**src/rtl/core/assert_macros.svh**
```systemverilog
// Assertion helpers for the core RTL.
`ifndef ASSERT_MACROS_SVH
`define ASSERT_MACROS_SVH

`ifndef NO_ASSERTIONS

// Same-cycle implication, checked outside reset.
`define ASSERT_IMP(lbl, clk, rst_n, ante, cons) \
  lbl: assert property (@(posedge clk) disable iff (!rst_n) (ante) |-> (cons)) \
    else $error("assertion failed");

// Next-cycle implication, checked outside reset.
`define ASSERT_NXT(lbl, clk, rst_n, ante, cons) \
  lbl: assert property (@(posedge clk) disable iff (!rst_n) (ante) |=> (cons)) \
    else $error("assertion failed");

`else

`define ASSERT_IMP(lbl, clk, rst_n, ante, cons)
`define ASSERT_NXT(lbl, clk, rst_n, ante, cons)

`endif

`endif

```
**src/rtl/core/cpsel_pkg.sv**
```systemverilog
`default_nettype none

package cpsel_pkg;

  localparam int DATA_WIDTH_DEF   = 16;
  localparam int CORDIC_STEPS_DEF = 16;
  localparam int ATAN_ENTRIES     = 24;
  // Guard bits below the input LSB on the rotation datapath.
  localparam int GUARD_BITS       = 16;
  // Angle accumulator width: pi = 2^31, sum stays below 2^32 in magnitude.
  localparam int ANGLE_W          = 34;
  localparam logic [31:0] ANGLE_HALF_PI = 32'd1073741824;

  typedef enum logic [1:0] {
    MODE_PHASE = 2'd0,
    MODE_MAG   = 2'd1,
    MODE_REAL  = 2'd2,
    MODE_IMAG  = 2'd3
  } mode_e;

  // atan(2^-i) with pi = 2^31
  function automatic logic [31:0] atan_lut(input logic [4:0] idx);
    logic [31:0] val;
    case (idx)
      5'd0:    val = 32'd536870912;
      5'd1:    val = 32'd316933406;
      5'd2:    val = 32'd167458907;
      5'd3:    val = 32'd85004756;
      5'd4:    val = 32'd42667331;
      5'd5:    val = 32'd21354465;
      5'd6:    val = 32'd10679838;
      5'd7:    val = 32'd5340245;
      5'd8:    val = 32'd2670163;
      5'd9:    val = 32'd1335087;
      5'd10:   val = 32'd667544;
      5'd11:   val = 32'd333772;
      5'd12:   val = 32'd166886;
      5'd13:   val = 32'd83443;
      5'd14:   val = 32'd41722;
      5'd15:   val = 32'd20861;
      5'd16:   val = 32'd10430;
      5'd17:   val = 32'd5215;
      5'd18:   val = 32'd2608;
      5'd19:   val = 32'd1304;
      5'd20:   val = 32'd652;
      5'd21:   val = 32'd326;
      5'd22:   val = 32'd163;
      5'd23:   val = 32'd81;
      default: val = 32'd0;
    endcase
    return val;
  endfunction

endpackage

`default_nettype wire

```
**src/rtl/core/cpsel_prep.sv**
```systemverilog
`default_nettype none

module cpsel_prep #(
  parameter int DATA_WIDTH = cpsel_pkg::DATA_WIDTH_DEF,
  parameter int XW         = DATA_WIDTH + cpsel_pkg::GUARD_BITS + 3
) (
  input  wire logic                                  clk_i,
  input  wire logic                                  rst_ni,
  input  wire logic                                  valid_i,
  output logic                                       ready_o,
  input  wire logic signed [DATA_WIDTH-1:0]          re_i,
  input  wire logic signed [DATA_WIDTH-1:0]          im_i,
  input  wire cpsel_pkg::mode_e                      mode_i,
  output logic                                       valid_o,
  input  wire logic                                  ready_i,
  output logic signed [XW-1:0]                       x_o,
  output logic signed [XW-1:0]                       y_o,
  output logic signed [cpsel_pkg::ANGLE_W-1:0]       z_o,
  output logic [2*DATA_WIDTH-1:0]                    rad_o,
  output logic [DATA_WIDTH-1:0]                      pass_o,
  output logic                                       zero_o,
  output cpsel_pkg::mode_e                           mode_o
);

  localparam int DW = DATA_WIDTH;
  localparam int GB = cpsel_pkg::GUARD_BITS;
  localparam int ZW = cpsel_pkg::ANGLE_W;
  localparam logic signed [ZW-1:0] HALF_PI =
    $signed({{(ZW-32){1'b0}}, cpsel_pkg::ANGLE_HALF_PI});

  logic                    vld_a_q, vld_b_q;
  logic                    rdy_a, rdy_b;
  logic signed [XW-1:0]    xs, ys;
  logic signed [XW-1:0]    x_a_d, y_a_d, x_a_q, y_a_q, x_b_q, y_b_q;
  logic signed [ZW-1:0]    z_a_d, z_a_q, z_b_q;
  logic signed [2*DW-1:0]  sqr_d, sqi_d;
  logic [2*DW-1:0]         sqr_a_q, sqi_a_q, rad_b_q;
  logic [DW-1:0]           pass_a_q, pass_b_q;
  logic                    zero_a_q, zero_b_q;
  cpsel_pkg::mode_e        mode_a_q, mode_b_q;

  assign rdy_b   = !vld_b_q || ready_i;
  assign rdy_a   = !vld_a_q || rdy_b;
  assign ready_o = rdy_a;

  assign xs = $signed({{(XW-DW-GB){re_i[DW-1]}}, re_i, {GB{1'b0}}});
  assign ys = $signed({{(XW-DW-GB){im_i[DW-1]}}, im_i, {GB{1'b0}}});

  // Fold the left half-plane into the right one by a quarter turn.
  always_comb begin
    x_a_d = xs;
    y_a_d = ys;
    z_a_d = '0;
    if (re_i[DW-1]) begin
      if (!im_i[DW-1]) begin
        x_a_d = ys;
        y_a_d = -xs;
        z_a_d = HALF_PI;
      end else begin
        x_a_d = -ys;
        y_a_d = xs;
        z_a_d = -HALF_PI;
      end
    end
  end

  assign sqr_d = re_i * re_i;
  assign sqi_d = im_i * im_i;

  always_ff @(posedge clk_i or negedge rst_ni) begin
    if (!rst_ni) begin
      vld_a_q <= 1'b0;
      vld_b_q <= 1'b0;
    end else begin
      if (rdy_a) vld_a_q <= valid_i;
      if (rdy_b) vld_b_q <= vld_a_q;
    end
  end

  always_ff @(posedge clk_i) begin
    if (rdy_a && valid_i) begin
      x_a_q    <= x_a_d;
      y_a_q    <= y_a_d;
      z_a_q    <= z_a_d;
      sqr_a_q  <= sqr_d;
      sqi_a_q  <= sqi_d;
      pass_a_q <= (mode_i == cpsel_pkg::MODE_REAL) ? re_i : im_i;
      zero_a_q <= (re_i == '0) && (im_i == '0);
      mode_a_q <= mode_i;
    end
    if (rdy_b && vld_a_q) begin
      x_b_q    <= x_a_q;
      y_b_q    <= y_a_q;
      z_b_q    <= z_a_q;
      rad_b_q  <= sqr_a_q + sqi_a_q;
      pass_b_q <= pass_a_q;
      zero_b_q <= zero_a_q;
      mode_b_q <= mode_a_q;
    end
  end

  assign valid_o = vld_b_q;
  assign x_o     = x_b_q;
  assign y_o     = y_b_q;
  assign z_o     = z_b_q;
  assign rad_o   = rad_b_q;
  assign pass_o  = pass_b_q;
  assign zero_o  = zero_b_q;
  assign mode_o  = mode_b_q;

endmodule

`default_nettype wire

```
**config.mk**
```make
export PLATFORM = sky130hd
export DESIGN_NAME = cpsel_prep
export DESIGN_NICKNAME = d
export VERILOG_FILES = /design/src/rtl/core/assert_macros.svh /design/src/rtl/core/cpsel_pkg.sv /design/src/rtl/core/cpsel_prep.sv
export SDC_FILE = /design/constraint.sdc
export NUM_CORES = 1
export LEC_CHECK = 0
export ABC_AREA = 1
export ABC_CLOCK_PERIOD_IN_PS = 7800
export CAP_MARGIN = 20
export CELL_PAD_IN_SITES_DETAIL_PLACEMENT = 1
export CELL_PAD_IN_SITES_GLOBAL_PLACEMENT = 1
export CORE_MARGIN = 1
export CORE_UTILIZATION = 51
export DETAILED_ROUTE_END_ITERATION = 8
export DONT_BUFFER_PORTS = 1
export PLACE_DENSITY_LB_ADDON = 0.12
export RECOVER_POWER = 50
export SLEW_MARGIN = 20
export SYNTH_ARGS = -nofsm -noshare
export SYNTH_HDL_FRONTEND = slang
export SYNTH_SLANG_ARGS = --single-unit
export TNS_END_PERCENT = 100
```
**constraint.sdc**
```tcl
create_clock -name clk_i -period 7.8 [get_ports clk_i]
set_clock_uncertainty 0.15 [all_clocks]
set_input_delay 0.39 -clock clk_i [delete_from_list [all_inputs] [get_ports clk_i]]
set_output_delay 0.39 -clock clk_i [all_outputs]
set_load 0.01 [all_outputs]
```
After elaboration in Yosys (flattened, before gate mapping)
Index checks and enable logic that the tools add are counted.
- flip-flop bits (word level): 344
- output and inout bits: 157
- word-level logic and storage cells: 43
- add/subtract/negate cells: 3
- $mul: 2
- equality and inequality tests: 1
- mux-type cells: 6
- bitwise gates (word level): 1
- reduce and logical (&&, ||, !) cells: 11
- operators by type and width (operator ; number):
    $mux 35 ; 2
    $neg 32->35 ; 2
    $mul 16x16->32 ; 2
    $mux 31 ; 2
    $mux 34 ; 1
    $add 32x32->32 ; 1
    $logic_not 16->1 ; 2
    $mux 16 ; 1
    $logic_and 1x1->1 ; 3
    $eq 2x2->1 const B ; 1
    $logic_not 1->1 ; 2
    $logic_or 1x1->1 ; 2
    $reduce_and 2->1 ; 1
    $reduce_or 2->1 ; 1
    $not 1->1 ; 1

Depth between registers and ports, before layout
- depth in word-level cells: 4
- gate-level depth with buffers: 27

Worst setup path after synthesis
Ideal clock, no wire load.
- kind: input port to flip-flop
- from: input im_i[15]
- to: register sqi_a_q[31] (data pin)
- arrival: 5522 ps
- required time: 7398 ps
- slack: 1876 ps
- stages on the path: 23
- buffers on the path: 3
- path through: buf_2 buf_2 buf_2 nand2_1 inv_1 fa_1 fa_1 fa_1 fa_1 fa_1 inv_1 fa_1 inv_1 ha_1 nand2_1 nor2_1 inv_1 nor3_1 nand2_1 inv_1 nor2_1 nand2_1 nand2_1
- cells in the longest elaborated chain, start to end: 1
- ends and longest elaborated chain (what ; line ; text):
    start, declared ; cpsel_prep.sv:12 ; input wire logic signed [DATA_WIDTH-1:0] im_i,
    $mul 16x16->32 ; cpsel_prep.sv:68 ; assign sqi_d = im_i * im_i;
    via sqi_d[31] ; cpsel_prep.sv:36 ; logic signed [2*DW-1:0] sqr_d, sqi_d;
    end signal, assigned ; cpsel_prep.sv:86 ; sqi_a_q <= sqi_d;
    end, declared ; cpsel_prep.sv:37 ; logic [2*DW-1:0] sqr_a_q, sqi_a_q, rad_b_q;
The timed path passes the listed nets, and every way through them passes these cells.
A chain may end at the register's enable or synchronous reset.

Worst setup path in the final report
- from: input re_i[15]
- to: register sqr_a_q[25] (data pin)
- cells in the longest elaborated chain, start to end: 1
- ends and longest elaborated chain (what ; line ; text):
    start, declared ; cpsel_prep.sv:11 ; input wire logic signed [DATA_WIDTH-1:0] re_i,
    $mul 16x16->32 ; cpsel_prep.sv:67 ; assign sqr_d = re_i * re_i;
    via sqr_d[25] ; cpsel_prep.sv:36 ;
    end signal, assigned ; cpsel_prep.sv:85 ; sqr_a_q <= sqr_d;
    end, declared ; cpsel_prep.sv:37 ;
The timed path passes the listed nets, and every way through them passes these cells.

==> reports/metrics.cfg <==
[floorplanning]
ios=195
die_y_um=244
die_area_um2=59600
die_x_um=244
coreArea_um2=57800
initial_core_util=0.517
rows=88

[min_path]
hp-start=re_i[1]
hp-class=input pin to flop
min_to=sqr_a_q[3]
holdPathStages=2

[status]
violations=max-capacitance violations, max-slew violations
outcome=finished, violations left

[placed_design]
post-dp-hpwl_mm=72.3
finalWeightedCongestion=0.918
io_buffer_count=0
place_area_um2=30300

[critical_path]
reg2reg_to=y_o[18]
rr_startpoint=valid_o
reg2reg_depth=3
end_kind=flop
cp.required_ns=7.98
cp-start-kind=input pin
crit_arrival_ns=6.40
critPathTopFamily=adder cells
path_common_cell=fa_1
r2r_slack_ns=4.26
crit_fanout=36
cp_slowest_cell=clkbuf_1
critPathKind=input pin to flop
critPathBufInv=4
path_cells=inv_1 > clkbuf_1 > nor2_1 > xnor2_1 > ha_1 > a31o_2 > fa_1 > fa_1 > fa_1 > fa_1 > inv_1 > fa_1 > inv_1 > ha_1 > nand4_1 > nor3_1 > nand3_1 > nand4_1 > nand2_1
slowest_delay_ns=0.71

[drt]
drc=0
ant_nets=0
postRouteWirelength_mm=88.2
avgRoutedWirePerCell_um=20.5
drt_iter0_markers=1039
vias=22500
first_pass_iters=5
routed_via_density=5.24

[synthesis]
yosys_warnings=0
seq_area_frac_synth=0.215
ys_seq_elements=214
synthesis.area_um2=29900
synth_area_per_cell_um2=8.48
synth_top_flop_cell=edfxtp_1
synthesis.instances=3523
synth_edf_count=212
synth.distinct_cells=48
ys_async_sr_fraction=0.00935

[layout]
fin_area_um2=31600
area_growth_pct=5.66
drive_gt1_frac=0.0302
nFillCells=6927
ff_latch_area_um2=6420
layout_commonest_cell=inv_1
multi_input_area_um2=19200
layout_common_cells=961 x inv_1, 868 x nand2_1, 468 x fa_1
finalNetCount=4238
utilization=0.546
antenna_cells=0

[clocking]
clock_path_buffers=3
path_clk_slew_ns=0.06
cts_max_level=1
cts.sinks=214
cts_tree=done
cts_resized=0
cts_root_buf=clkbuf_16
numCtsBuffers=28
insertion_delay_ns=0.58

[global_route]
antenna_found_initial=1
grt_pass1_wl_mm=141
grt_remaining_overflow=0
grt_pass1_vias=25900
track_usage=0.308
grt_max_degree=78

[sta]
worst_slew_pin_slew_ns=1.95
post-route-period-util=0.798
slew_headroom=-0.299
fin_tns_setup_ns=0
fin_crit_ns=6.22
max_freq_ghz=0.161
drv_slew=71
fin_hold_ws_ns=0.0326
setup_viol=0
finalHoldViolations=0
rsz0062_at_grt=false

[flow_run]
maxCapViolCount=2

[per-stage QoR]
step	setup WS [ns]	std cells
after floorplan	1.88	3587
after global placement	1.57	4211
after detailed placement	1.62	4211
after CTS	2.22	4304
after global routing	1.34	4304
final	1.58	4304
[metal layers]
metal  GRT usage  vias up  share of wire
met5           0        -        0.00024
met4       0.102        4          0.034
met3      0.0476      161          0.052
met2       0.541      541           0.49
met1       0.386    11500           0.42
li1            -    10300              -
[kinds of logic after synthesis]
kind of cell    after synthesis  synth area share
xor+xnor                     79            0.0231
compound gates              184            0.0353
fa+ha+maj                   683             0.403
buf+inv                    1115             0.150
other cells                   1          0.000125
flops                       214             0.215
simple gates               1246             0.173
mux                           1          0.000335
[state kept, by name, summed over array words and instances, names as in the netlist, 16 cells and up]
| name | count |
|---|---|
| pass_a_q | 16 |
| pass_o | 16 |
| rad_o | 32 |
| sqi_a_q | 31 |
| sqr_a_q | 31 |
| x_a_q | 19 |
| x_o | 19 |
| y_a_q | 19 |
| y_o | 19 |
[how the worst max path moves through the flow]
stage	start	to	slack [ns]	depth (start not counted)
finish	re_i[15]	sqr_a_q[25]	1.58	19
global route	re_i[15]	sqr_a_q[25]	1.34	19
detailed placement	re_i[15]	sqr_a_q[25]	1.62	19
CTS	re_i[15]	sqr_a_q[25]	2.22	19
floorplan	im_i[15]	sqi_a_q[31]	1.88	23
global placement	re_i[15]	sqr_a_q[25]	1.57	19
[cell type report]
| class | count | area share |
|---|---|---|
| clock inverters | 19 | 0.00495 |
| well taps | 765 | 0.0303 |
| multi-input cells | 2258 | 0.609 |
| clock buffers | 33 | 0.0235 |
| flip-flops and latches | 214 | 0.203 |
| repair buffers | 47 | 0.0141 |
| inverters | 968 | 0.115 |
[synth_stat cells, drive strengths merged, types with 2 or more instances]
cell,instances,share of area
buf,119,0.025
nor3,25,0.0052
edfxtp,212,0.21
a21oi,73,0.012
or2,3,0.00063
nand2,878,0.11
a21o,4,0.0010
nand3,126,0.022
nand4,38,0.0080
nor4,5,0.0015
xnor2,14,0.0041
o21ai,67,0.011
dfrtp,2,0.0017
nor2,159,0.021
clkbuf,28,0.0036
and2,5,0.0010
o221ai,4,0.0012
nand3b,6,0.0015
o211ai,3,0.00075
o21bai,24,0.0060
xor2,65,0.019
fa,468,0.31
ha,215,0.090
a31o,5,0.0015
inv,967,0.12
[repair_timing]
item                                   in CTS  in global routing
endpoints found under the hold margin      54                  0
hold buffers                               41                  0
buffers inserted                            0                  0
Power is not shown: default switching activity piles up to over one toggle a cycle in this logic, so the estimate is an artifact.
