===== src/rtl/core/assert_macros.svh =====
// Assertion helpers for the core RTL.
`ifndef ASSERT_MACROS_SVH
`define ASSERT_MACROS_SVH

`ifndef NO_ASSERTIONS

// Same-cycle implication, checked outside reset.
`define ASSERT_IMP(lbl, clk, rst_n, ante, cons) \
  lbl: assert property (@(posedge clk) disable iff (!rst_n) (ante) |-> (cons)) \
    else $error("assertion failed");

// Next-cycle implication, checked outside reset.
`define ASSERT_NXT(lbl, clk, rst_n, ante, cons) \
  lbl: assert property (@(posedge clk) disable iff (!rst_n) (ante) |=> (cons)) \
    else $error("assertion failed");

`else

`define ASSERT_IMP(lbl, clk, rst_n, ante, cons)
`define ASSERT_NXT(lbl, clk, rst_n, ante, cons)

`endif

`endif


===== src/rtl/core/cpsel_pkg.sv =====
`default_nettype none

package cpsel_pkg;

  localparam int DATA_WIDTH_DEF   = 16;
  localparam int CORDIC_STEPS_DEF = 16;
  localparam int ATAN_ENTRIES     = 24;
  // Guard bits below the input LSB on the rotation datapath.
  localparam int GUARD_BITS       = 16;
  // Angle accumulator width: pi = 2^31, sum stays below 2^32 in magnitude.
  localparam int ANGLE_W          = 34;
  localparam logic [31:0] ANGLE_HALF_PI = 32'd1073741824;

  typedef enum logic [1:0] {
    MODE_PHASE = 2'd0,
    MODE_MAG   = 2'd1,
    MODE_REAL  = 2'd2,
    MODE_IMAG  = 2'd3
  } mode_e;

  // atan(2^-i) with pi = 2^31
  function automatic logic [31:0] atan_lut(input logic [4:0] idx);
    logic [31:0] val;
    case (idx)
      5'd0:    val = 32'd536870912;
      5'd1:    val = 32'd316933406;
      5'd2:    val = 32'd167458907;
      5'd3:    val = 32'd85004756;
      5'd4:    val = 32'd42667331;
      5'd5:    val = 32'd21354465;
      5'd6:    val = 32'd10679838;
      5'd7:    val = 32'd5340245;
      5'd8:    val = 32'd2670163;
      5'd9:    val = 32'd1335087;
      5'd10:   val = 32'd667544;
      5'd11:   val = 32'd333772;
      5'd12:   val = 32'd166886;
      5'd13:   val = 32'd83443;
      5'd14:   val = 32'd41722;
      5'd15:   val = 32'd20861;
      5'd16:   val = 32'd10430;
      5'd17:   val = 32'd5215;
      5'd18:   val = 32'd2608;
      5'd19:   val = 32'd1304;
      5'd20:   val = 32'd652;
      5'd21:   val = 32'd326;
      5'd22:   val = 32'd163;
      5'd23:   val = 32'd81;
      default: val = 32'd0;
    endcase
    return val;
  endfunction

endpackage

`default_nettype wire


===== src/rtl/core/cpsel_out.sv =====
`default_nettype none

module cpsel_out #(
  parameter int DATA_WIDTH = cpsel_pkg::DATA_WIDTH_DEF
) (
  input  wire logic                                 clk_i,
  input  wire logic                                 rst_ni,
  input  wire logic                                 valid_i,
  output logic                                      ready_o,
  input  wire logic signed [cpsel_pkg::ANGLE_W-1:0] z_i,
  input  wire logic [DATA_WIDTH+1:0]                rem_i,
  input  wire logic [DATA_WIDTH-1:0]                root_i,
  input  wire logic [DATA_WIDTH-1:0]                pass_i,
  input  wire logic                                 zero_i,
  input  wire cpsel_pkg::mode_e                     mode_i,
  output logic                                      valid_o,
  input  wire logic                                 ready_i,
  output logic signed [DATA_WIDTH:0]                value_o
);

  localparam int DW  = DATA_WIDTH;
  localparam int ZW  = cpsel_pkg::ANGLE_W;
  localparam int ASH = 32 - DW;
  localparam logic signed [ZW-1:0] HALF = ZW'((64'd1 << ASH) >> 1);

  logic                 vld_q;
  logic signed [ZW-1:0] z_rnd;
  logic [DW-1:0]        phase, mag;
  logic [DW:0]          value_d, value_q;

  assign ready_o = !vld_q || ready_i;

  // Round half up to DW-1 fractional bits of pi, then wrap.
  assign z_rnd = (z_i + HALF) >>> ASH;
  assign phase = zero_i ? '0 : z_rnd[DW-1:0];
  // Round the root to nearest: remainder above root means past the half.
  assign mag   = root_i + DW'(rem_i > {2'b00, root_i});

  always_comb begin
    case (mode_i)
      cpsel_pkg::MODE_PHASE: value_d = {phase[DW-1], phase};
      cpsel_pkg::MODE_MAG:   value_d = {1'b0, mag};
      default:               value_d = {pass_i[DW-1], pass_i};
    endcase
  end

  always_ff @(posedge clk_i or negedge rst_ni) begin
    if (!rst_ni) begin
      vld_q <= 1'b0;
    end else if (ready_o) begin
      vld_q <= valid_i;
    end
  end

  always_ff @(posedge clk_i) begin
    if (ready_o && valid_i) begin
      value_q <= value_d;
    end
  end

  assign valid_o = vld_q;
  assign value_o = $signed(value_q);

endmodule

`default_nettype wire


===== config.mk =====
export PLATFORM = sky130hd
export DESIGN_NAME = cpsel_out
export DESIGN_NICKNAME = d
export VERILOG_FILES = /design/src/rtl/core/assert_macros.svh /design/src/rtl/core/cpsel_pkg.sv /design/src/rtl/core/cpsel_out.sv
export SDC_FILE = /design/constraint.sdc
export NUM_CORES = 1
export LEC_CHECK = 0
export BUFFER_PORTS_ARGS = -buffer_cell sky130_fd_sc_hd__buf_2
export CAP_MARGIN = 20
export CELL_PAD_IN_SITES_DETAIL_PLACEMENT = 2
export CELL_PAD_IN_SITES_GLOBAL_PLACEMENT = 2
export CORE_MARGIN = 5
export CORE_UTILIZATION = 25
export CTS_BUF_LIST = sky130_fd_sc_hd__clkbuf_16
export DETAILED_ROUTE_END_ITERATION = 16
export HOLD_SLACK_MARGIN = 0.1
export PLACE_DENSITY = 0.85
export SLEW_MARGIN = 20
export SYNTH_ARGS = -nofsm -noshare
export SYNTH_HDL_FRONTEND = slang
export SYNTH_SLANG_ARGS = --single-unit

===== constraint.sdc =====
create_clock -name clk_i -period 2 [get_ports clk_i]
set_input_delay 0.1 -clock clk_i [delete_from_list [all_inputs] [get_ports clk_i]]
set_output_delay 0.1 -clock clk_i [all_outputs]
set_load 0.02 [all_outputs]

---- Word level (Yosys, flattened, before mapping) ----
Cells that the tools add are included.
word-level totals
  word-level logic and storage cells ...... 12
  register bits after elaboration ......... 18
  bits of input ports ..................... 91
  output and inout bits ................... 19
cells by class
  add/subtract/negate cells ............... 2
  reduce and logical (&&, ||, !) cells .... 4
  $lt $le $gt $ge ......................... 1
  equality and inequality tests ........... 1
  mux-type cells .......................... 2
operators by type and width
  kind                    count
  $pmux 17 s2             1
  $add 32x17->32 const B  1
  $gt 18x16->1            1
  $add 16x1->16           1
  $mux 16                 1
  $eq 2x1->1 const B      1
  $logic_not 2->1         1
  $logic_and 1x1->1       1
  $logic_not 1->1         1
  $logic_or 1x1->1        1

---- Depth between registers and ports, before layout ----
Gate-level depths: netlist (run 1).
  depth in word-level cells ............... 3
  mapped depth ............................ 14
  depth with buffers taken out ............ 14

---- Least setup slack after synthesis (run 1) ----
OpenSTA, ideal clock, no wires.
  kind .................................... input -> register
  start ................................... in root_i[5]
  end ..................................... reg value_q[14] (netlist: value_o[14]), data pin
  data required time ...................... 1739 ps
  library setup time ...................... 261 ps
  buffers on the path ..................... 0
  path slack .............................. -360 ps
  stages on the path ...................... 13
  data arrival time ....................... 2099 ps
  cells stage by stage .................... inv_1 > ha_1 > and4_1 > o21ai_0 > a21o_1 > a21o_1 > a31oi_1 > ha_1 > ha_1 > inv_1 > nor3_2 > xnor2_1 > a221o_1
between the ends
  word-level cells in the longest chain between the ends .. 3
ends and longest elaborated chain
  element                 line             source
  start: declaration      cpsel_out.sv:12  input wire logic [DATA_WIDTH-1:0] root_i,
  $gt 18x16->1            cpsel_out.sv:37  assign mag = root_i + DW'(rem_i > {2'b00, root_i});
  $add 16x1->16 (*)       cpsel_out.sv:37
  $pmux 17 s2 (*)         cpsel_out.sv:40  case (mode_i)
  via value_d[14]         cpsel_out.sv:29  logic [DW:0] value_d, value_q;
  end signal: assignment  cpsel_out.sv:57  value_q <= value_d;
  end: declaration        cpsel_out.sv:29
The timed path passes the listed nets; every way through them passes the cells marked *.
A chain may end at the register's enable or synchronous reset.

---- Worst setup path after layout (run 1) ----
  start ................................... in root_i[5]
  end ..................................... reg value_q[10] (netlist: value_o[10]), data pin
Same word-level chain as after synthesis.

==> results of run 1 <==
## cell families (layout without fill, tap and decap cells)
family	Yosys count	count (layout)	synth area share
AOI/OAI and AO/OA	37	37	0.1356
xor gates and xnor gates	29	29	0.1383
DFF	18	18	0.2916
adders and majority gates	20	20	0.1362
and+or+nand+nor	78	78	0.2343
buffers and inverters	27	163	0.06403
## state kept, by name, summed over array words and instances, names as in the netlist
signal and cells:
value_o 17, valid_o 1
## cell usage in the layout (no fill, tap or decap), types with 6 or more instances in the layout
master    count
nand2_1      16
inv_1         6
buf_2        76
edfxtp_1     17
o21ai_1       6
xor2_1        7
buf_4        39
inv_2        10
nand4_1      11
buf_6        19
xnor2_1      17
ha_4         15
nor2_1        9
## path summary, 6_finish.rpt
check | slack, ns | start | cells after the start | endpoint
setup / recovery | -0.43 | root_i[5] | 16 | value_o[10]
hold reg to reg | 0.55 | valid_o | 2 | valid_o
hold / removal | 0.15 | rst_ni | 2 | valid_o
max in group asynchronous | 1.77 | rst_ni | 2 | valid_o
setup reg to reg | 0.79 | valid_o | 3 | value_o[6]
min in group clk_i | 0.15 | ready_i | 3 | valid_o
## layout make-up
type,instances,area share
multi-input cells,164,0.4632
repair buffers,138,0.2838
flip-flops and latches,18,0.1613
well taps,99,0.03732
inverters,21,0.03053
clock buffers,3,0.02262
clock inverters,1,0.001131
## through the flow
stage | setup WS [ns] | total power, mW
after floorplan | -0.2754 | 0.6812
after global placement | -0.6459 | 0.9106
after detailed placement | -0.8524 | 0.9351
after CTS | -0.2822 | 1.429
after global routing | -0.5469 | 1.529
final | -0.4307 | 1.455
## metal layers
| metal | global-route usage | share of wire | up-vias |
|---|---|---|---|
| met4 | 0.05213 | 0.026 | 0 |
| met3 | 0.02971 | 0.059 | 17 |
| met5 | 0 | 0 | - |
| li1 | - | - | 1045 |
| met2 | 0.3677 | 0.53 | 79 |
| met1 | 0.1988 | 0.38 | 1064 |
## repair_timing
action / 4_1_cts / 5_1_grt
hold buffers: 2 / 0
gates cloned: 0 / 0
setup buffers: 8 / 5
pin swaps: 23 / 16
endpoints found under the hold margin: 2 / 0
setup endpoints to repair: 15 / 16
resized for setup: 52 / 18
## where the power goes
part	internal, mW	leakage, nW	switching, mW	total, mW
Combinational	0.291	1.18	0.294	0.585
Clock	0.267	0.0385	0.150	0.417
Sequential	0.447	0.175	0.00671	0.454
## worst max-delay path: cells and delay by family
family	cells	cell delay, ns
simple gates	4	0.58
fa+ha+maj	3	0.68
buf+inv	3	0.23
xor+xnor	1	0.16
compound gates	5	0.67
==> reports/qor.yml, run 1 <==
tightest_slew_ns: 0.6199
crit_required_ns: 1.99
final.setup.tns_ns: -4.519
fillerInstances: 809
ys_top_cells_by_area: "edfxtp_1, ha_1, xnor2_1"
die_area_um2: 9161
fin_skew_ns: 0.004181
fin_util: 0.4601
cp_max_fo: 4
synth_nets: 320
period_minus_slack_ns: 2.431
synthToLayoutAreaGrowth_pct: 80.72
yosysWarnings: 0
grt_pass1_vias: 2558
io_buffers: 92
start_util: 0.2546
setup_violations: 15
nets: 457
grt_max_degree: 22
hold_ws_ns: 0.1474
synth_edf_count: 17
drive_above_1_share: 0.5739
min_path_type: "in -> async"
crit_type: "in -> reg"
first_iter_violations: 34
leakage_nw: 1.396
cap_violations: 0
drtAntennaViolNets: 0
synthCells: 209
final_cells: 444
clock-root-buffer: "clkbuf_16"
violations: "setup timing"
cpPeakStageDelay_ns: 0.27
synthArstFlopShare: 0.05556
clk_path_buf_depth: 2
setup_ws_ns: -0.4307
post_drt_wl_per_cell_um: 19.32
syn_avg_cell_area_um2: 8.788
grt_overflow: 0
io_pins: 110
wirelength_mm: 8.578
cts_tree: "built"
slew_headroom: 0.5859
yosysMostFrequentCell: "xnor2_1"
grt_pass1_wl_mm: 13.06
antenna_cells: 0
placed_cell_area_um2: 2779
synth_top_flop_cell: "edfxtp_1"
cp-start-kind: "input pin"
final_hold_viol_count: 0
multiInputGateArea_um2: 1538
crit_path_cell_trace: "buf_6 > inv_2 > ha_4 > and4_4 > o21ai_2 > a21o_1 > a21o_1 > a31oi_1 > ha_2 > buf_6 > ha_4 > and3_1 > nand4_1 > xnor2_1 > nand3b_1 > o211ai_1"
yosysTopAreaCell: "edfxtp_1"
stdcell_area_um2: 3319
cts_made_buffers: 3
outcome: "finished, violations left"
fin_crit_sh: 1.215
cts_sinks: 18
clk_latency_ns: 0.26
synth_cell_types: 36
ys_seq_elements: 18
ir_worst_vdd_mv: 0.2350
htreeDepth: 1
drv_slew: 0
rows: 31
endpoint_kind: "register"
gp_congestion: 0.8181
max_freq_mhz: 411.4
dp.cells: 426
rsz0062_at_grt: "true"
clkTransAtPathRegs_ns: 0.06
grt_usage: 0.1854
power_per_cell_area_nw_per_um2: 438.4
fp.dieW_um: 95.72
die_h_um: 95.72
seq_area_frac_synth: 0.2916
coreArea_um2: 7214
drt_first_pass_iters: 4
synth_top_area_share: 0.2779
slowest_stage: "ha_4"
regArea_um2: 535.5
worst_ep_arrival_time_ns: 2.42
antenna_found_initial: 0
place.detailed.hpwl_mm: 6.536
drcViolationCount: 0
ys_top_cells_by_count: "xnor2_1, inv_1, ha_1"
vias_per_cell: 4.966
synth_area_um2: 1837
via_count: 2205
(Power assumes the default switching activity.)
==> run 2: changes to the inputs <==
--- a/config.mk
+++ b/config.mk
@@ -15,6 +15,7 @@
 export DETAILED_ROUTE_END_ITERATION = 16
 export HOLD_SLACK_MARGIN = 0.1
 export PLACE_DENSITY = 0.85
+export SETUP_SLACK_MARGIN = 0.5
 export SLEW_MARGIN = 20
 export SYNTH_ARGS = -nofsm -noshare
 export SYNTH_HDL_FRONTEND = slang
==> reports/qor.yml, run 2 (synthesis gave the netlist of run 1 again) <==
outcome: "finished, violations left"
violations: "setup timing"
worst_ep_arrival_time_ns: 2.52
grt_pass1_wl_mm: 13.28
dp.cells: 425
htreeDepth: 1
antenna_found_initial: 0
nets: 454
via_count: 2203
wirelength_mm: 9.309
ir_worst_vdd_mv: 0.2451
rsz0062_at_grt: "true"
grt_usage: 0.1922
vias_per_cell: 4.995
fp.dieW_um: 95.72
largest_register_ffs: 17
clk_latency_ns: 0.26
cp-start-kind: "input pin"
grt_max_degree: 22
max_freq_mhz: 394.3
rows: 31
synthToLayoutAreaGrowth_pct: 78.41
fillerInstances: 788
leakage_nw: 1.388
post_drt_wl_per_cell_um: 21.11
final_cells: 441
min_path_type: "in -> reg"
cp_max_fo: 4
setup_ws_ns: -0.5360
report.power.total_mw: 1.449
cts_made_buffers: 3
die_h_um: 95.72
hold_ws_ns: 0.1445
cts_sinks: 18
io_pins: 110
mostFrequentLayoutCell: "buf_2"
first_iter_violations: 24
drv_slew: 0
cts_tree: "built"
fin_crit_sh: 1.268
cap_violations: 0
place.detailed.hpwl_mm: 6.715
fin_skew_ns: 0.006724
gp_congestion: 0.8147
drive_above_1_share: 0.5643
drt_first_pass_iters: 4
pre_cts_slack_ns: -0.7485
period_minus_slack_ns: 2.536
tightest_slew_ns: 0.7129
final_cell_mix: "buf_2, buf_4, edfxtp_1"
clk_path_buf_depth: 2
setup_violations: 15
endpoint_kind: "register"
final.setup.tns_ns: -6.044
die_area_um2: 9161
power_per_cell_area_nw_per_um2: 442.2
drcViolationCount: 0
slew_headroom: 0.5238
io_buffers: 92
drtAntennaViolNets: 0
coreArea_um2: 7214
antenna_cells: 0
final_hold_viol_count: 0
grt_pass1_vias: 2531
crit_required_ns: 1.98
grt_overflow: 0
clkTransAtPathRegs_ns: 0.05
clock-root-buffer: "clkbuf_16"
start_util: 0.2546
crit_type: "in -> reg"
[run 2: changes by cell type in the layout (fill, tap and decap cells not counted), moves of 3 or more]
cell,change
buf_6,-4
inv_1,+5
inv_2,-5
nand2_2,+3
[run 2: final cells by class]
cell class,count,area (um2),area share
well taps,99,123.9,0.03780
flip-flops and latches,18,535.5,0.1634
multi-input cells,164,1530,0.4670
repair buffers,135,902.1,0.2753
clock inverters,1,3.754,0.001145
clock buffers,3,75.07,0.02291
inverters,21,106.4,0.03246
[run 2: metal layers]
metal	up-vias	GRT usage	routed length, um
met4	0	0.06043	316
met5	-	0	0
met2	89	0.3804	5131
met3	21	0.02267	458
li1	1033	-	-
met1	1060	0.2089	3402
[run 2: worst paths after layout]
path	end	startpoint	slack, ns	depth (start not counted)
setup / recovery	value_o[2]	root_i[3]	-0.54	16
hold / removal	value_o[0]	pass_i[0]	0.14	3
setup reg to reg	value_o[7]	valid_o	0.70	2
hold reg to reg	valid_o	valid_o	0.58	2
max in group asynchronous	valid_o	rst_ni	1.77	2
min in group asynchronous	valid_o	rst_ni	0.15	2
[run 2: what timing repair did]
action / CTS / global route
endpoints found under the setup margin: 16 / 16
gates resized for setup: 43 / 22
endpoints found under the hold margin: 2 / 0
pin swaps: 39 / 10
hold buffers: 2 / 0
buffers inserted: 4 / 6
[run 2: power breakdown]
group / switching, mW / leakage (nW) / internal (mW) / total (mW)
Combinational: 0.300 / 1.17 / 0.274 / 0.574
Sequential: 0.00689 / 0.175 / 0.447 / 0.454
Clock: 0.154 / 0.0423 / 0.267 / 0.421
[run 2: critical path, stage by stage]
cell     delay [ns]
buf_2          0.10
inv_1          0.09
ha_4           0.20
buf_4          0.13
a21oi_2        0.14
nor3_2         0.05
nor3_1         0.29
a21o_1         0.19
a31oi_1        0.09
ha_2           0.25
buf_6          0.13
ha_4           0.16
buf_4          0.13
xor2_1         0.15
a22oi_2        0.18
o21ai_1        0.12
[run 2: through the flow]
stage | utilization | area, um2
after floorplan | - | 1998
after global placement | 0.3848 | 2776
after detailed placement | 0.3848 | 2776
after CTS | 0.4320 | 3117
after global routing | 0.4542 | 3277
final | 0.4542 | 3277
==> run 3: changes to the inputs <==
--- a/config.mk
+++ b/config.mk
@@ -5,16 +5,17 @@
 export SDC_FILE = /design/constraint.sdc
 export NUM_CORES = 1
 export LEC_CHECK = 0
+export ABC_AREA = 1
 export BUFFER_PORTS_ARGS = -buffer_cell sky130_fd_sc_hd__buf_2
 export CAP_MARGIN = 20
 export CELL_PAD_IN_SITES_DETAIL_PLACEMENT = 2
 export CELL_PAD_IN_SITES_GLOBAL_PLACEMENT = 2
 export CORE_MARGIN = 5
-export CORE_UTILIZATION = 25
+export CORE_UTILIZATION = 24
 export CTS_BUF_LIST = sky130_fd_sc_hd__clkbuf_16
 export DETAILED_ROUTE_END_ITERATION = 16
 export HOLD_SLACK_MARGIN = 0.1
-export PLACE_DENSITY = 0.85
+export PLACE_DENSITY = 0.86
 export SETUP_SLACK_MARGIN = 0.5
 export SLEW_MARGIN = 20
 export SYNTH_ARGS = -nofsm -noshare
==> reports/qor.yml, run 3 <==
vias_per_cell: 5.067
post_drt_wl_per_cell_um: 20.98
first_iter_violations: 69
cap_violations: 0
antenna_cells: 0
power_per_cell_area_nw_per_um2: 419.7
cp_max_fo: 5
worst_ep_arrival_time_ns: 2.24
synth_edf_count: 17
die_area_um2: 10610
hold_ws_ns: 0.1231
fp.dieW_um: 103
coreArea_um2: 8593
drtAntennaViolNets: 0
grt_pass1_vias: 3119
grt_overflow: 0
yosysTopAreaCell: "edfxtp_1"
drv_slew: 0
pre_cts_slack_ns: -0.4564
clkTransAtPathRegs_ns: 0.06
synthCells: 316
seq_area_frac_synth: 0.2580
io_buffers: 92
cts_sinks: 18
place.detailed.hpwl_mm: 7.982
rows: 34
stdcell_area_um2: 3662
crit_required_ns: 1.98
via_count: 2858
cp-start-kind: "input pin"
endpoint_kind: "register"
outcome: "finished, violations left"
synthToLayoutAreaGrowth_pct: 76.43
syn_avg_cell_area_um2: 6.569
max_freq_mhz: 442.7
crit_path_cell_trace: "buf_4 > inv_2 > ha_4 > nand2_2 > nor2_4 > nand2_4 > inv_1 > nand2_2 > a21oi_4 > ha_4 > ha_4 > nand3_4 > nor2_4 > nand2_1 > nand3_1 > nand3_1"
setup_violations: 13
yosysWarnings: 0
drcViolationCount: 0
crit_type: "in -> reg"
slew_headroom: 0.4012
tightest_slew_ns: 0.8949
ys_seq_elements: 18
crit_path_start: "root_i[11]"
drive_above_1_share: 0.5044
clock-root-buffer: "clkbuf_16"
ys_top_cells_by_count: "nand2_1, nand3_1, inv_1"
mostFrequentLayoutCell: "nand2_1"
synth_cell_types: 25
antenna_found_initial: 0
critPathBufInv: 3
ys_top_cells_by_area: "edfxtp_1, nand2_1, ha_1"
final_cell_mix: "nand2_1, buf_2, buf_4"
grt_pass1_wl_mm: 16.50
rsz0062_at_grt: "true"
ir_worst_vdd_mv: 0.2596
io_pins: 110
crit_family: "simple AND/OR/NAND/NOR gates"
drt_first_pass_iters: 4
grt_max_degree: 18
synthArstFlopShare: 0.05556
min_from: "pass_i[0]"
final_hold_viol_count: 0
wirelength_mm: 11.83
reg2reg_from: "valid_o"
leakage_nw: 1.711
violations: "setup timing"
die_h_um: 103
synth_top_area_share: 0.2459
placed_cell_area_um2: 3070
gp_congestion: 0.8706
fin_crit_sh: 1.129
synth_nets: 427
cts_made_buffers: 3
largest_register_ffs: 17
period_minus_slack_ns: 2.259
setup_ws_ns: -0.2590
clk_path_buf_depth: 2
yosysMostFrequentCell: "nand2_1"
htreeDepth: 1
min_path_type: "in -> reg"
cpPeakStageDelay_ns: 0.27
slowest_stage: "ha_4"
critPathMostFrequentCell: "ha_4"
start_util: 0.2416
synth_area_um2: 2076
clk_latency_ns: 0.26
fin_skew_ns: 0.005753
cts_tree: "built"
grt_usage: 0.2055
synth_top_flop_cell: "edfxtp_1"
nets: 568
-- run 3: cell types whose count changed after synthesis, sizes merged, moves of 6 or more --
cell    previous run  this run
inv               21        41
a21oi              5        17
nand2             17        94
nand3              9        51
xor2               7         0
nor2               9        39
xnor2             22         0
nor3               7         0
o21bai             0         6
-- run 3: power by group --
part | total, mW | switching [mW] | internal (mW)
clock | 0.417 | 0.151 | 0.267
sequential | 0.460 | 0.0119 | 0.448
combinational | 0.660 | 0.364 | 0.296
-- run 3: cell type report --
type | count | area, um2
fillers | 1004 | 4931
multi-input cells | 253 | 1773
repair buffers | 140 | 955.9
flip-flops and latches | 18 | 535.5
inverters | 41 | 183.9
well taps | 108 | 135.1
clock buffers | 3 | 75.07
clock inverters | 1 | 3.754
-- run 3: what timing repair did --
action                                  4_1_cts  5_1_grt
endpoints found under the setup margin       16       16
pin swaps                                    30       16
cloned                                        0        0
hold buffers                                  2        0
hold endpoints to repair                      2        0
setup buffers                                 6        6
gates resized for setup                      69       25
-- run 3: through the flow --
stage	std cells	util	TNS, ns	power, mW
2_1_floorplan	316	-	0	0.7132
3_3_place_gp	546	0.3573	-3.133	0.9419
3_5_place_dp	546	0.3573	-5.053	0.9741
4_1_cts	558	0.4096	0	1.480
5_1_grt	564	0.4262	-3.009	1.618
6_report	564	0.4262	-1.614	1.537
-- run 3: layer usage --
layer	part of all wire	track usage	wire, um	vias up
li1	-	-	-	1335
met1	0.37	0.2417	4430	1380
met2	0.53	0.3868	6289	112
met3	0.063	0.03586	741	31
met4	0.031	0.04382	369	0
met5	0	0	0	-
-- run 3: logic make-up after synthesis --
family | synth area share
fa+ha+maj | 0.1206
compound gates | 0.1013
buf+inv | 0.09464
simple gates | 0.4256
flops | 0.2580
-- run 3: final timing paths --
kind | end | slack (ns) | cells past startpoint
max | value_o[6] | -0.26 | 16
min in group asynchronous | valid_o | 0.14 | 2
max in group asynchronous | valid_o | 1.77 | 2
min reg2reg | valid_o | 0.56 | 2
min | value_o[0] | 0.12 | 3
max reg2reg | value_o[16] | 0.86 | 2
-- run 3: worst register-to-register path, stage by stage (launching register included) --
cell and delay, ns:
dfrtp_1 0.40, a21oi_2 0.14, buf_4 0.28
